--- config.mk ---
export PLATFORM = sky130hd
export DESIGN_NAME = ball_follow_wheel_speed_controller
export DESIGN_NICKNAME = d
export VERILOG_FILES = /design/src/hdl/bfwsc_pkg.sv /design/src/hdl/ball_follow_wheel_speed_controller.sv /design/src/hdl/bfwsc_div.sv /design/src/hdl/bfwsc_sqrt.sv
export SDC_FILE = /design/constraint.sdc
export NUM_CORES = 2
export LEC_CHECK = 0
export BUFFER_PORTS_ARGS = -buffer_cell sky130_fd_sc_hd__buf_2
export CAP_MARGIN = 25
export CORE_UTILIZATION = 45
export CTS_CLUSTER_SIZE = 24
export DETAILED_ROUTE_END_ITERATION = 12
export HOLD_SLACK_MARGIN = 0.02
export PLACE_DENSITY = 0.65
export SYNTH_ARGS = -nofsm -noshare
export SYNTH_HDL_FRONTEND = slang
export SYNTH_SLANG_ARGS = --single-unit
--- constraint.sdc ---
create_clock -name clk -period 16.9 [get_ports clk]
set_clock_uncertainty 0.15 [all_clocks]
set_input_delay 0.845 -clock clk [delete_from_list [all_inputs] [get_ports clk]]
set_output_delay 0.845 -clock clk [all_outputs]
set_load 0.01 [all_outputs]
--- src/hdl/bfwsc_pkg.sv ---
// ----------------------------------------------------------------------------
// bfwsc_pkg - shared types and constants of the ball follow speed controller
// field widths, fixed-point formats, fixed commands and saturation helpers
// ----------------------------------------------------------------------------
package bfwsc_pkg;

	localparam int POS_BITS  = 12;
	localparam int AREA_BITS = 24;

	localparam int CFG_W   = 10;
	localparam int THR_W   = 16;
	localparam int SB_W    = 9;
	localparam int DEC_W   = 16;
	localparam int SS_W    = 17;
	localparam int SPD_W   = 10;
	localparam int HOLD_W  = 10;
	localparam int DIST_W  = 18;
	localparam int SQ_W    = 2 * DIST_W;
	localparam int DIV_NW  = SQ_W;
	localparam int DIV_DW  = AREA_BITS;
	localparam int OFF_W   = POS_BITS + 18;
	localparam int TRN_W   = OFF_W + CFG_W + 1;
	localparam int ACC_W   = OFF_W + CFG_W + 2;
	localparam int SUM_W   = SB_W + 2;

	localparam int IN_RAW_W  = 2 + 2 * POS_BITS + AREA_BITS;
	localparam int IN_DATA_W = ((IN_RAW_W + 7) / 8) * 8;
	localparam int OUT_DATA_W = 32;

	localparam int CFG_IDX_W = 3;

	localparam logic signed [SPD_W-1:0] SPD_LIMIT = 10'sd500;
	localparam logic signed [SPD_W-1:0] BACK_SPD  = -10'sd250;
	localparam logic signed [SPD_W-1:0] SPIN_SPD  = 10'sd200;
	localparam logic signed [SPD_W-1:0] REACQ_SPD = 10'sd150;
	localparam logic [HOLD_W-1:0] BACK_HOLD  = 10'd40;
	localparam logic [HOLD_W-1:0] SPIN_HOLD  = 10'd80;
	localparam logic [HOLD_W-1:0] REACQ_HOLD = 10'd400;
	localparam logic [SUM_W-1:0]  SEARCH_EXTRA = 11'd10;
	localparam logic [DIST_W-1:0] DIST_MAX = '1;

	typedef enum logic [CFG_IDX_W-1:0] {
		REG_TURN_GAIN, REG_FORWARD_GAIN, REG_DISTANCE_SCALE, REG_STOP_DISTANCE,
		REG_TURN_DISTANCE, REG_SEARCH_BASE, REG_SEARCH_START, REG_SEARCH_DECAY
	} cfg_reg_t;

	typedef enum logic [2:0] {
		ST_IDLE, ST_DIV, ST_ROOT, ST_MULT, ST_SUM, ST_EMIT_PRE, ST_EMIT_FIN
	} state_t;

	typedef struct packed {
		logic [SPD_W-1:0]  left_speed;
		logic [SPD_W-1:0]  right_speed;
		logic [HOLD_W-1:0] hold_ms;
		logic              tracking;
		logic              last_of_run;
	} res_t;

	// truncate toward zero after dropping 16 fraction bits, then clamp
	function automatic logic [SPD_W-1:0] div_sat(input logic signed [ACC_W-1:0] v);
		logic signed [ACC_W-1:0] q;
		q = v >>> 16;
		if (v < 0 && v[15:0] != 16'd0)
			q = q + ACC_W'(1);
		if (q > ACC_W'(SPD_LIMIT))
			q = ACC_W'(SPD_LIMIT);
		else if (q < -ACC_W'(SPD_LIMIT))
			q = -ACC_W'(SPD_LIMIT);
		return q[SPD_W-1:0];
	endfunction

	function automatic logic [SPD_W-1:0] sat_u(input logic [SUM_W-1:0] a);
		if (a > SUM_W'(SPD_LIMIT))
			return SPD_LIMIT;
		return a[SPD_W-1:0];
	endfunction

endpackage

--- src/hdl/ball_follow_wheel_speed_controller.sv ---
// ----------------------------------------------------------------------------
// ball_follow_wheel_speed_controller - wheel commands from vision frame results
// one frame result in, one or two wheel drive commands out
// ----------------------------------------------------------------------------
// usage
// - s_* takes one frame result per transfer: bump, ball_seen, ball_x,
//   blob_area, frame_width packed in s_tdata
// - m_* gives wheel commands: speeds and hold time in m_tdata, the tracking
//   flag in m_tuser, tlast on the final command of a frame
// - cfg_wr/cfg_index/cfg_data write the gain, threshold and search registers;
//   write them only while no frame is in flight
// timing
// - one frame at a time; s_tready is low from the transfer until the last
//   command has been loaded into the output register
// - bump frames: the first command is loaded from the EMIT_PRE state and the
//   second from EMIT_FIN; lost-ball frames load their one command from EMIT_FIN
// - seen frames: the last command follows the serial divide (area and offset
//   run side by side), the serial square root, the MULT and SUM states for
//   products and sums and the EMIT states for the hand-over
// - the next frame can be taken while the last command still waits in the
//   output register
// reset clears the registers to their defaults, forgets the ball and loads
// the search speed from the default search_start; a stalled m_tready simply
// holds the command and the frame engine waits for the output register to free up
// ----------------------------------------------------------------------------
module ball_follow_wheel_speed_controller (
	input  logic                                clk,
	input  logic                                arst_n,
	// bump, ball_seen, ball_x, blob_area, frame_width from bit 0 up
	input  logic [bfwsc_pkg::IN_DATA_W-1:0]     s_tdata,
	input  logic                                s_tvalid,
	output logic                                s_tready,
	// left_speed, right_speed, hold_ms from bit 0 up
	output logic [bfwsc_pkg::OUT_DATA_W-1:0]    m_tdata,
	// tracking
	output logic                                m_tuser,
	output logic                                m_tlast,
	output logic                                m_tvalid,
	input  logic                                m_tready,
	input  logic                                cfg_wr,
	input  logic [bfwsc_pkg::CFG_IDX_W-1:0]     cfg_index,
	input  logic [bfwsc_pkg::THR_W-1:0]         cfg_data
);
	import bfwsc_pkg::*;

	// configuration registers
	logic [CFG_W-1:0] turn_gain_q, forward_gain_q, distance_scale_q;
	logic [THR_W-1:0] stop_distance_q, turn_distance_q;
	logic [SB_W-1:0]  search_base_q, search_start_q;
	logic [DEC_W-1:0] search_decay_q;

	// frame state
	logic             tracked_q;
	logic [SS_W-1:0]  ss_q;
	logic [SS_W+DEC_W-1:0] ss_prod;

	// input fields
	logic                 in_bump, in_seen;
	logic [POS_BITS-1:0]  in_x, in_w;
	logic [AREA_BITS-1:0] in_area;
	logic                 s_xfer;

	// pipeline of the seen-frame arithmetic
	state_t state_q, state_d;
	logic area_zero_q, width_zero_q, off_neg_q;
	logic signed [OFF_W-1:0] off_q;
	logic [DIST_W-1:0]       d_q;
	logic signed [TRN_W-1:0] trn_q;
	logic [CFG_W+DIST_W-1:0] fwd_q;

	// result slots and output register
	res_t pre_q, fin_q, out_q;
	logic pre_vld_q, out_vld_q;
	logic slot_free, load_pre, load_fin, div_start;

	// divider and square root
	logic [2*CFG_W-1:0] ds_sq;
	logic [DIV_NW-1:0]  dist_num, off_num, dist_quot, off_quot;
	logic [POS_BITS:0]  x2, off_mag;
	logic               dist_done, off_done, root_done;
	logic [DIST_W-1:0]  root;
	logic [POS_BITS+16:0] off_q_mag;

	// drive arithmetic
	logic signed [ACC_W-1:0] fwd_e, trn_e;
	logic [SPD_W-1:0] l_calc, r_calc;

	assign in_bump = s_tdata[0];
	assign in_seen = s_tdata[1];
	assign in_x    = s_tdata[2 +: POS_BITS];
	assign in_area = s_tdata[2 + POS_BITS +: AREA_BITS];
	assign in_w    = s_tdata[2 + POS_BITS + AREA_BITS +: POS_BITS];

	assign s_xfer = s_tvalid && s_tready;

	// configuration writes
	always_ff @(posedge clk or negedge arst_n) begin
		if (!arst_n) begin
			turn_gain_q      <= CFG_W'(180);
			forward_gain_q   <= CFG_W'(85);
			distance_scale_q <= CFG_W'(180);
			stop_distance_q  <= THR_W'(563);
			turn_distance_q  <= THR_W'(640);
			search_base_q    <= SB_W'(60);
			search_start_q   <= SB_W'(150);
			search_decay_q   <= DEC_W'(64881);
		end else if (cfg_wr) begin
			case (cfg_reg_t'(cfg_index))
				REG_TURN_GAIN:      turn_gain_q      <= cfg_data[CFG_W-1:0];
				REG_FORWARD_GAIN:   forward_gain_q   <= cfg_data[CFG_W-1:0];
				REG_DISTANCE_SCALE: distance_scale_q <= cfg_data[CFG_W-1:0];
				REG_STOP_DISTANCE:  stop_distance_q  <= cfg_data;
				REG_TURN_DISTANCE:  turn_distance_q  <= cfg_data;
				REG_SEARCH_BASE:    search_base_q    <= cfg_data[SB_W-1:0];
				REG_SEARCH_START:   search_start_q   <= cfg_data[SB_W-1:0];
				REG_SEARCH_DECAY:   search_decay_q   <= cfg_data;
				default: ;
			endcase
		end
	end

	// serial units: distance numerator scale^2 * 2^16 over area, offset |2x-w| * 2^16 over w
	assign ds_sq    = distance_scale_q * distance_scale_q;
	assign dist_num = DIV_NW'({ds_sq, 16'd0});
	assign x2       = {in_x, 1'b0};
	assign off_mag  = (x2 >= {1'b0, in_w}) ? (x2 - {1'b0, in_w}) : ({1'b0, in_w} - x2);
	assign off_num  = DIV_NW'({off_mag, 16'd0});

	bfwsc_div u_dist_div (
		.clk    (clk),
		.arst_n (arst_n),
		.start  (div_start),
		.num    (dist_num),
		.den    (in_area),
		.quot   (dist_quot),
		.done   (dist_done)
	);

	bfwsc_div u_off_div (
		.clk    (clk),
		.arst_n (arst_n),
		.start  (div_start),
		.num    (off_num),
		.den    (DIV_DW'(in_w)),
		.quot   (off_quot),
		.done   (off_done)
	);

	bfwsc_sqrt u_sqrt (
		.clk      (clk),
		.arst_n   (arst_n),
		.start    (dist_done),
		.radicand (dist_quot),
		.root     (root),
		.done     (root_done)
	);

	assign off_q_mag = off_quot[POS_BITS+16:0];

	// state machine: next state
	always_comb begin
		state_d = state_q;
		case (state_q)
			ST_IDLE: begin
				if (s_xfer)
					state_d = (in_bump || !in_seen) ? ST_EMIT_PRE : ST_DIV;
			end
			ST_DIV:  if (off_done) state_d = ST_ROOT;
			ST_ROOT: if (root_done) state_d = ST_MULT;
			ST_MULT: state_d = ST_SUM;
			ST_SUM:  state_d = ST_EMIT_PRE;
			ST_EMIT_PRE: begin
				if (!pre_vld_q || slot_free)
					state_d = ST_EMIT_FIN;
			end
			ST_EMIT_FIN: if (slot_free) state_d = ST_IDLE;
			default: state_d = ST_IDLE;
		endcase
	end

	// state machine: outputs
	assign slot_free = !out_vld_q || m_tready;

	always_comb begin
		s_tready  = 1'b0;
		load_pre  = 1'b0;
		load_fin  = 1'b0;
		div_start = 1'b0;
		case (state_q)
			ST_IDLE: begin
				s_tready  = 1'b1;
				div_start = s_tvalid && !in_bump && in_seen;
			end
			ST_EMIT_PRE: load_pre = pre_vld_q && slot_free;
			ST_EMIT_FIN: load_fin = slot_free;
			default: ;
		endcase
	end

	always_ff @(posedge clk or negedge arst_n) begin
		if (!arst_n)
			state_q <= ST_IDLE;
		else
			state_q <= state_d;
	end

	// search speed decay and tracking flag
	assign ss_prod = ss_q * search_decay_q;

	always_ff @(posedge clk or negedge arst_n) begin
		if (!arst_n) begin
			tracked_q <= 1'b0;
			ss_q      <= {SB_W'(150), 8'd0};
		end else if (s_xfer && !in_bump) begin
			if (!in_seen) begin
				tracked_q <= 1'b0;
				ss_q      <= ss_prod[SS_W+15:16];
			end else begin
				tracked_q <= 1'b1;
				if (!tracked_q)
					ss_q <= {search_start_q, 8'd0};
			end
		end
	end

	// result slots; the fixed commands are loaded at the input transfer
	always_ff @(posedge clk or negedge arst_n) begin
		if (!arst_n)
			pre_vld_q <= 1'b0;
		else if (s_xfer)
			pre_vld_q <= in_bump || (in_seen && !tracked_q);
	end

	always_ff @(posedge clk) begin
		if (s_xfer) begin
			if (in_bump) begin
				pre_q <= '{BACK_SPD, BACK_SPD, BACK_HOLD, tracked_q, 1'b0};
				fin_q <= '{SPIN_SPD, -SPIN_SPD, SPIN_HOLD, tracked_q, 1'b1};
			end else if (!in_seen) begin
				fin_q <= '{sat_u(SUM_W'(search_base_q) + SEARCH_EXTRA
						+ SUM_W'(ss_q[SS_W-1:8])),
						sat_u(SUM_W'(search_base_q)), '0, 1'b0, 1'b1};
			end else begin
				pre_q <= '{-REACQ_SPD, REACQ_SPD, REACQ_HOLD, 1'b1, 1'b0};
			end
			area_zero_q  <= in_area == '0;
			width_zero_q <= in_w == '0;
			off_neg_q    <= x2 < {1'b0, in_w};
		end else if (state_q == ST_SUM) begin
			fin_q <= '{l_calc, r_calc, '0, 1'b1, 1'b1};
		end
	end

	// offset and distance capture, then the two products
	always_ff @(posedge clk) begin
		if (off_done) begin
			if (width_zero_q)
				off_q <= '0;
			else if (off_neg_q)
				off_q <= -$signed({1'b0, off_q_mag});
			else
				off_q <= $signed({1'b0, off_q_mag});
		end
		if (root_done)
			d_q <= area_zero_q ? DIST_MAX : root;
		if (state_q == ST_MULT) begin
			trn_q <= off_q * $signed({1'b0, turn_gain_q});
			fwd_q <= forward_gain_q * d_q;
		end
	end

	// stop, turn in place, or drive and steer
	assign trn_e = ACC_W'(trn_q);
	assign fwd_e = $signed(ACC_W'({fwd_q, 8'd0}));

	always_comb begin
		if (d_q < DIST_W'(stop_distance_q)) begin
			l_calc = '0;
			r_calc = '0;
		end else if (d_q < DIST_W'(turn_distance_q)) begin
			l_calc = div_sat(trn_e);
			r_calc = div_sat(-trn_e);
		end else begin
			l_calc = div_sat(fwd_e + trn_e);
			r_calc = div_sat(fwd_e - trn_e);
		end
	end

	// output register
	always_ff @(posedge clk or negedge arst_n) begin
		if (!arst_n)
			out_vld_q <= 1'b0;
		else if (load_pre || load_fin)
			out_vld_q <= 1'b1;
		else if (m_tready)
			out_vld_q <= 1'b0;
	end

	always_ff @(posedge clk) begin
		if (load_pre)
			out_q <= pre_q;
		else if (load_fin)
			out_q <= fin_q;
	end

	assign m_tvalid = out_vld_q;
	assign m_tdata  = OUT_DATA_W'({out_q.hold_ms, out_q.right_speed, out_q.left_speed});
	assign m_tuser  = out_q.tracking;
	assign m_tlast  = out_q.last_of_run;

endmodule

--- src/hdl/bfwsc_div.sv ---
// ----------------------------------------------------------------------------
// bfwsc_div - bit-serial restoring divider
// one quotient bit per cycle, quotient shifts into the numerator register
// ----------------------------------------------------------------------------
module bfwsc_div (
	input  logic                          clk,
	input  logic                          arst_n,
	input  logic                          start,
	input  logic [bfwsc_pkg::DIV_NW-1:0]  num,
	input  logic [bfwsc_pkg::DIV_DW-1:0]  den,
	output logic [bfwsc_pkg::DIV_NW-1:0]  quot,
	output logic                          done
);
	import bfwsc_pkg::*;

	localparam int CNT_W = $clog2(DIV_NW + 1);

	logic [DIV_NW-1:0] num_q;
	logic [DIV_DW-1:0] den_q;
	logic [DIV_DW-1:0] rem_q;
	logic [CNT_W-1:0]  cnt_q;
	logic              busy_q;
	logic              done_q;
	logic [DIV_DW:0]   rem_sh;
	logic [DIV_DW:0]   rem_sub;
	logic              ge;

	assign rem_sh  = {rem_q, num_q[DIV_NW-1]};
	assign rem_sub = rem_sh - {1'b0, den_q};
	assign ge      = rem_sh >= {1'b0, den_q};

	always_ff @(posedge clk or negedge arst_n) begin
		if (!arst_n) begin
			busy_q <= 1'b0;
			done_q <= 1'b0;
			cnt_q  <= '0;
		end else begin
			done_q <= 1'b0;
			if (start) begin
				busy_q <= 1'b1;
				cnt_q  <= '0;
			end else if (busy_q) begin
				cnt_q <= cnt_q + CNT_W'(1);
				if (cnt_q == CNT_W'(DIV_NW - 1)) begin
					busy_q <= 1'b0;
					done_q <= 1'b1;
				end
			end
		end
	end

	always_ff @(posedge clk) begin
		if (start) begin
			num_q <= num;
			den_q <= den;
			rem_q <= '0;
		end else if (busy_q) begin
			num_q <= {num_q[DIV_NW-2:0], ge};
			rem_q <= ge ? rem_sub[DIV_DW-1:0] : rem_sh[DIV_DW-1:0];
		end
	end

	assign quot = num_q;
	assign done = done_q;

endmodule

--- src/hdl/bfwsc_sqrt.sv ---
// ----------------------------------------------------------------------------
// bfwsc_sqrt - digit-serial integer square root
// two radicand bits in and one root bit out per cycle
// ----------------------------------------------------------------------------
module bfwsc_sqrt (
	input  logic                          clk,
	input  logic                          arst_n,
	input  logic                          start,
	input  logic [bfwsc_pkg::SQ_W-1:0]    radicand,
	output logic [bfwsc_pkg::DIST_W-1:0]  root,
	output logic                          done
);
	import bfwsc_pkg::*;

	localparam int CNT_W = $clog2(DIST_W + 1);

	logic [SQ_W-1:0]   rad_q;
	logic [DIST_W:0]   rem_q;
	logic [DIST_W-1:0] root_q;
	logic [CNT_W-1:0]  cnt_q;
	logic              busy_q;
	logic              done_q;
	logic [DIST_W+2:0] rem_sh;
	logic [DIST_W+2:0] trial;
	logic [DIST_W+2:0] rem_sub;
	logic              ge;

	assign rem_sh  = {rem_q, rad_q[SQ_W-1:SQ_W-2]};
	assign trial   = {1'b0, root_q, 2'b01};
	assign ge      = rem_sh >= trial;
	assign rem_sub = rem_sh - trial;

	always_ff @(posedge clk or negedge arst_n) begin
		if (!arst_n) begin
			busy_q <= 1'b0;
			done_q <= 1'b0;
			cnt_q  <= '0;
		end else begin
			done_q <= 1'b0;
			if (start) begin
				busy_q <= 1'b1;
				cnt_q  <= '0;
			end else if (busy_q) begin
				cnt_q <= cnt_q + CNT_W'(1);
				if (cnt_q == CNT_W'(DIST_W - 1)) begin
					busy_q <= 1'b0;
					done_q <= 1'b1;
				end
			end
		end
	end

	always_ff @(posedge clk) begin
		if (start) begin
			rad_q  <= radicand;
			rem_q  <= '0;
			root_q <= '0;
		end else if (busy_q) begin
			rad_q  <= {rad_q[SQ_W-3:0], 2'b00};
			rem_q  <= ge ? rem_sub[DIST_W:0] : rem_sh[DIST_W:0];
			root_q <= {root_q[DIST_W-2:0], ge};
		end
	end

	assign root = root_q;
	assign done = done_q;

endmodule

After elaboration in Yosys (flattened, before gate mapping):

Cells that the tools add are included.

* bits in registers: 569
* bits of input ports: 80
* output and inout bits: 36

* add/subtract/negate cells: 18
* $mul: 4
* $lt $le $gt $ge: 21
* eq/ne operators: 23
* mux-type cells: 95
* bitwise logic cells: 1
* reduce and logical (&&, ||, !) cells: 48

Operator list (number)
* two-way mux 42 bit: 12
* > comparator 42 x 10 -> 1 bit (second input constant): 4
* less-than comparator 42 x 10 -> 1 bit (second input constant): 4
* two-way mux 10 bit: 16
* two-way mux 32 bit: 5
* two-way mux 29 bit: 5
* two-way mux 36 bit: 4
* less-than comparator 42 x 1 -> 1 bit (second input constant): 3
* adder 26 x 2 -> 27 bit (second input constant): 3
* nonzero test 16 bit: 4
* two-way mux 24 bit: 2
* adder 37 x 41 -> 42 bit: 1
* negator 41 -> 42 bit: 1
* subtractor 37 x 41 -> 42 bit: 1
* less-than comparator 41 x 1 -> 1 bit (second input constant): 1
* multiplier 30 x 11 -> 41 bit: 1
* less-than comparator 18 x 16 -> 1 bit: 2
* two-way mux 17 bit: 2
* multiplier 17 x 16 -> 33 bit: 1
* two-way mux 1 bit: 33
* negator 29 -> 30 bit: 1
* multiplier 10 x 18 -> 28 bit: 1
* adder 25 x 2 -> 26 bit (second input constant): 1
* greater-or-equal comparator 25 x 12 -> 1 bit: 1
* other kinds (42): 101

Depth between registers and ports, before layout:

* depth after elaboration: 13
* depth in mapped cells: 28
* mapped depth without buffers: 27

By module:

A second synthesis with hierarchy kept.

* cells, all modules: 6744
* area total of the unflattened synthesis: 63055.5 um^2

By module, submodules not included
* ball_follow_wheel_speed_controller: times used 1, cells an instance 5390, area each 48425.2 um^2
* bfwsc_div (u_dist_div): times used 1, cells an instance 493, area each 5278.8 um^2
* bfwsc_div (u_off_div): times used 1, cells an instance 451, area each 4991.0 um^2
* bfwsc_sqrt: times used 1, cells an instance 410, area each 4360.4 um^2

Worst setup path after synthesis:

OpenSTA, ideal clock, no wires.

* kind: register -> register
* start point: register search_decay_q[5]
* end point: register ss_q[16]
* library setup time: 0.083 ns
* arrival time: 7.024 ns
* setup slack: 9.644 ns
* cell stages (with the launch flop): 29
* buffers on the path: 2
* period minus slack after synthesis: 7.256 ns
* path through: dfstp_2 > clkbuf_1 > clkbuf_1 > nand2_1 > fa_1 > inv_1 > fa_1 > inv_1 > fa_1 > inv_1 > fa_1 > inv_1 > fa_1 > inv_1 > fa_1 > ha_1 > nand2_1 > a21oi_1 > a221oi_1 > o21ai_0 > o311a_1 > a311o_1 > a31oi_1 > o31ai_1 > a211o_1 > a21oi_1 > xnor2_1 > nor2_1 > o21ai_0

* longest elaborated chain between the ends: 2

RTL lines
* start, declared: line ball_follow_wheel_speed_controller.sv:50 `logic [DEC_W-1:0] search_decay_q;`
* start signal, assigned: line ball_follow_wheel_speed_controller.sv:116 `REG_SEARCH_DECAY: search_decay_q <= cfg_data;`
* multiplier 17 x 16 -> 33 bit: line ball_follow_wheel_speed_controller.sv:208 `assign ss_prod = ss_q * search_decay_q;`
* two-way mux 17 bit: line ball_follow_wheel_speed_controller.sv:215 `if (!in_seen) begin`
* end signal, assigned: line ball_follow_wheel_speed_controller.sv:213 `ss_q <= {SB_W'(150), 8'd0};`
* end signal, assigned: line ball_follow_wheel_speed_controller.sv:217 `ss_q <= ss_prod[SS_W+15:16];`
* end signal, assigned: line ball_follow_wheel_speed_controller.sv:221 `ss_q <= {search_start_q, 8'd0};`
* end, declared: line ball_follow_wheel_speed_controller.sv:54 `logic [SS_W-1:0] ss_q;`

No other way between the ends.
A chain may end at the register's enable or synchronous reset.

Worst setup path in the final report:

* start point: register ss_q[7]
* end point: register ss_q[14]

* longest elaborated chain between the ends: 2

RTL lines (line)
* multiplier 17 x 16 -> 33 bit: ball_follow_wheel_speed_controller.sv:208
* two-way mux 17 bit: ball_follow_wheel_speed_controller.sv:215

No other way between the ends.

==> impl_metrics.env <==
export IMPL_post_synth_num_cell_types=109
export IMPL_rows=134
export IMPL_maxCapViolCount=0
export IMPL_grt_usage_pct=23.2
export IMPL_fmax_ghz=0.123
export IMPL_cts_clk_slew_worst_paths_ps=60
export IMPL_async_flop_share_pct=26.2
export IMPL_cts_made_buffers=66
export IMPL_slew_violations=0
export IMPL_slowest_delay_ps=860
export IMPL_path_buf_inv=5
export IMPL_cts_tree="built"
export IMPL_worst_ep_arrival_time_ps=8510
export IMPL_core_area_sq_mm=0.134
export IMPL_syn_cell_area_sq_mm=0.0610
export IMPL_cpMostUsedCell="fa_1"
export IMPL_crit_type="register to register"
export IMPL_regArea_sq_mm=0.0144
export IMPL_die_h_um=370
export IMPL_ys_flop_type="edfxtp_1"
export IMPL_synth_seq_area_share_pct=23.6
export IMPL_startpoint_type="register"
export IMPL_wire_per_inst_um=18.7
export IMPL_fin_crit_ps=8130
export IMPL_yosys_register_bits=542
export IMPL_post_route_period_util_pct=48.1
export IMPL_route_detailed_drc=0
export IMPL_grt_pass1_vias=47300
export IMPL_antenna_found_initial=3
export IMPL_finalNetCount=7742
export IMPL_hold_violations=0
export IMPL_relSlewSlack_pct=33.7
export IMPL_cts_sinks=542
export IMPL_clock_insertion_delay_worst_skew_ps=670
export IMPL_drt_first_iter_violations=3508
export IMPL_worstPathRequired_ps=17280
export IMPL_setup_viol=0
export IMPL_num_io_pins=116
export IMPL_multiInputGateArea_sq_mm=0.0422
export IMPL_fill_cells=12500
export IMPL_grt_overflow_total=0
export IMPL_wirelength_mm=156
export IMPL_drt_first_pass_iters=7
export IMPL_synth_edff_count=276
export IMPL_start_util_pct=45.6
export IMPL_synthToLayoutAreaGrowth_pct=6.86
export IMPL_clockBufferDepth=3
export IMPL_die_w_um=370
export IMPL_viasPerCell=5.57
export IMPL_grt_max_degree=93
export IMPL_yosys_warnings=0
export IMPL_tightest_slew_ps=995
export IMPL_ant_nets=0
export IMPL_cts_hold_buf=0
export IMPL_port_buffers=103
export IMPL_crit_path_top_delay_cell="dfrtp_1"
export IMPL_hp_class="input port to async pin"
export IMPL_grt_pass1_wl_mm=255
export IMPL_post_cts_buffers=0
export IMPL_drive_above_1_share_pct=7.94
export IMPL_path_max_fanout=17
export IMPL_via_count=46500
export IMPL_tns_ps=0
export IMPL_critical_path_top_delay_family="adder cells"
export IMPL_cts_root_buffer="clkbuf_16"
export IMPL_syn_area_per_cell_sq_um=9.20
export IMPL_htreeDepth=3
export IMPL_grt_setup_unrepaired="false"
export IMPL_cts_resized=0
export IMPL_status="complete, no violations"
export IMPL_cp_end_kind="register"
export IMPL_dieArea_sq_mm=0.137
export IMPL_gp_congestion=0.999
export IMPL_netlist_instances=6632
export IMPL_dp_hpwl_mm=120
-- cell type report --
class / count / share of cell area, %
sequential: 542 / 22.1
clock buffer: 84 / 2.76
multi-input combinational: 4902 / 64.7
inverter: 869 / 5.01
tap: 1768 / 3.39
timing repair buffer: 145 / 1.41
antenna: 1 / 0.00384
clock inverter: 36 / 0.689
-- registers in the layout (all words and copies together) (netlist names), 10 cells and up --
| signal | cells |
|---|---|
| stop_distance_q | 16 |
| u_dist_div.rem_q | 24 |
| u_sqrt.root | 18 |
| m_tdata | 24 |
| forward_gain_q | 10 |
| fwd_q | 28 |
| u_off_div.rem_q | 24 |
| search_decay_q | 16 |
| fin_q | 22 |
| d_q | 18 |
| turn_distance_q | 16 |
| u_off_div.quot | 36 |
| u_sqrt.rem_q | 19 |
| distance_scale_q | 10 |
| u_dist_div.den_q | 24 |
| u_off_div.den_q | 12 |
| turn_gain_q | 10 |
| u_dist_div.quot | 36 |
| ss_q | 17 |
| trn_q | 41 |
| off_q | 30 |
| u_sqrt.rad_q | 36 |
-- per-layer routing --
metal	global-route usage (%)	up-vias	routed length, um
li1	-	21900	-
met1	30.9	23000	68300
met2	38.6	1300	73600
met3	3.69	245	10100
met4	6.89	0	4280
met5	0	-	0
-- Yosys cell counts (all sizes together) (14+ instances only) --
master / count / area share, %
nand2: 701 / 4.3
mux2i: 116 / 1.9
clkbuf: 291 / 1.8
o31ai: 34 / 0.45
nand2b: 58 / 0.59
o22ai: 16 / 0.16
or3: 32 / 0.33
nor4: 62 / 0.73
a21o: 80 / 0.98
inv: 861 / 5.3
or2: 53 / 0.54
a31oi: 33 / 0.34
o211ai: 28 / 0.35
a21boi: 29 / 0.36
or4: 21 / 0.26
edfxtp: 276 / 14
and2: 400 / 4.1
dfrtp: 100 / 4.1
fa: 642 / 21
and3: 35 / 0.36
mux2: 129 / 2.4
o21bai: 46 / 0.57
a21oi: 252 / 2.1
a211o: 14 / 0.20
o21ai: 232 / 1.9
nor3: 116 / 0.97
buf: 33 / 0.28
ha: 494 / 10
nor3b: 14 / 0.18
dfstp: 42 / 1.8
nand4: 60 / 0.63
xnor2: 216 / 3.1
and4: 17 / 0.24
a211oi: 72 / 0.91
o21a: 28 / 0.34
dfxtp: 124 / 4.1
nor2b: 45 / 0.46
nand3: 135 / 1.1
nor2: 376 / 2.3
xor2: 110 / 1.6
-- stage by stage --
stage / setup slack [ps] / utilization, % / cell area [sq um] / std cells / hold slack, ps
finish: 8770 / 48.7 / 65200 / 8347 / 103
global route: 8320 / 48.7 / 65200 / 8346 / 151
CTS: 8760 / 48.6 / 65100 / 8341 / 109
detailed placement: 8810 / 46.9 / 62900 / 8221 / 324
global placement: 8940 / 46.9 / 62800 / 8217 / 319
floorplan: 9640 / - / 61100 / 6637 / 299
-- placed cells by master, fill, tap and decap left out, types with 32 or more instances in the layout --
cell	Yosys	routed
mux2_2	129	129
ha_1	494	494
nor2_1	375	373
nand3_1	135	135
clkbuf_16	0	68
o21ai_0	227	227
o21bai_1	46	46
dfxtp_1	124	124
mux2i_1	116	116
nor2b_1	45	44
o31ai_1	32	32
fa_1	642	642
and3_1	35	35
or2_2	50	50
or3_1	32	32
nand2_1	701	700
xor2_1	110	110
a21o_1	80	80
inv_1	861	861
a21oi_1	251	251
nand4_1	59	59
xnor2_1	214	214
and2_1	399	399
edfxtp_1	276	276
dfstp_2	42	42
nand2b_1	58	58
dfrtp_1	100	96
buf_4	9	33
buf_2	7	103
a211oi_1	69	69
nor4_1	57	57
nor3_1	114	111
a31oi_1	33	33
-- cell families after synthesis --
group           count (synthesis)  synth area share (%)
flops                         542                  23.6
xor+xnor                      327                  4.74
other cells                     1               0.00614
simple gates                 2164                  17.7
fa+ha+maj                    1136                  31.2
mux                           245                  4.28
compound gates               1024                  11.1
buf+inv                      1193                  7.42
-- final timing paths --
check                               startpoint                   end  slack, ps  cells after the start
setup / recovery                       ss_q[7]              ss_q[14]       8770                     25
hold / removal                          arst_n            state_q[2]        100                      1
setup reg to reg                       ss_q[7]              ss_q[14]       8770                     25
hold reg to reg            u_dist_div.rem_q[1]   u_dist_div.rem_q[1]        330                      2
max in group asynchronous               arst_n         u_sqrt.busy_q      14940                      2
min in group clk                   s_tdata[36]  u_dist_div.den_q[22]        230                      1
Power is left out: the tool's default activity adds up to more than one toggle a clock period on the data nets, which glitch-free logic cannot reach.
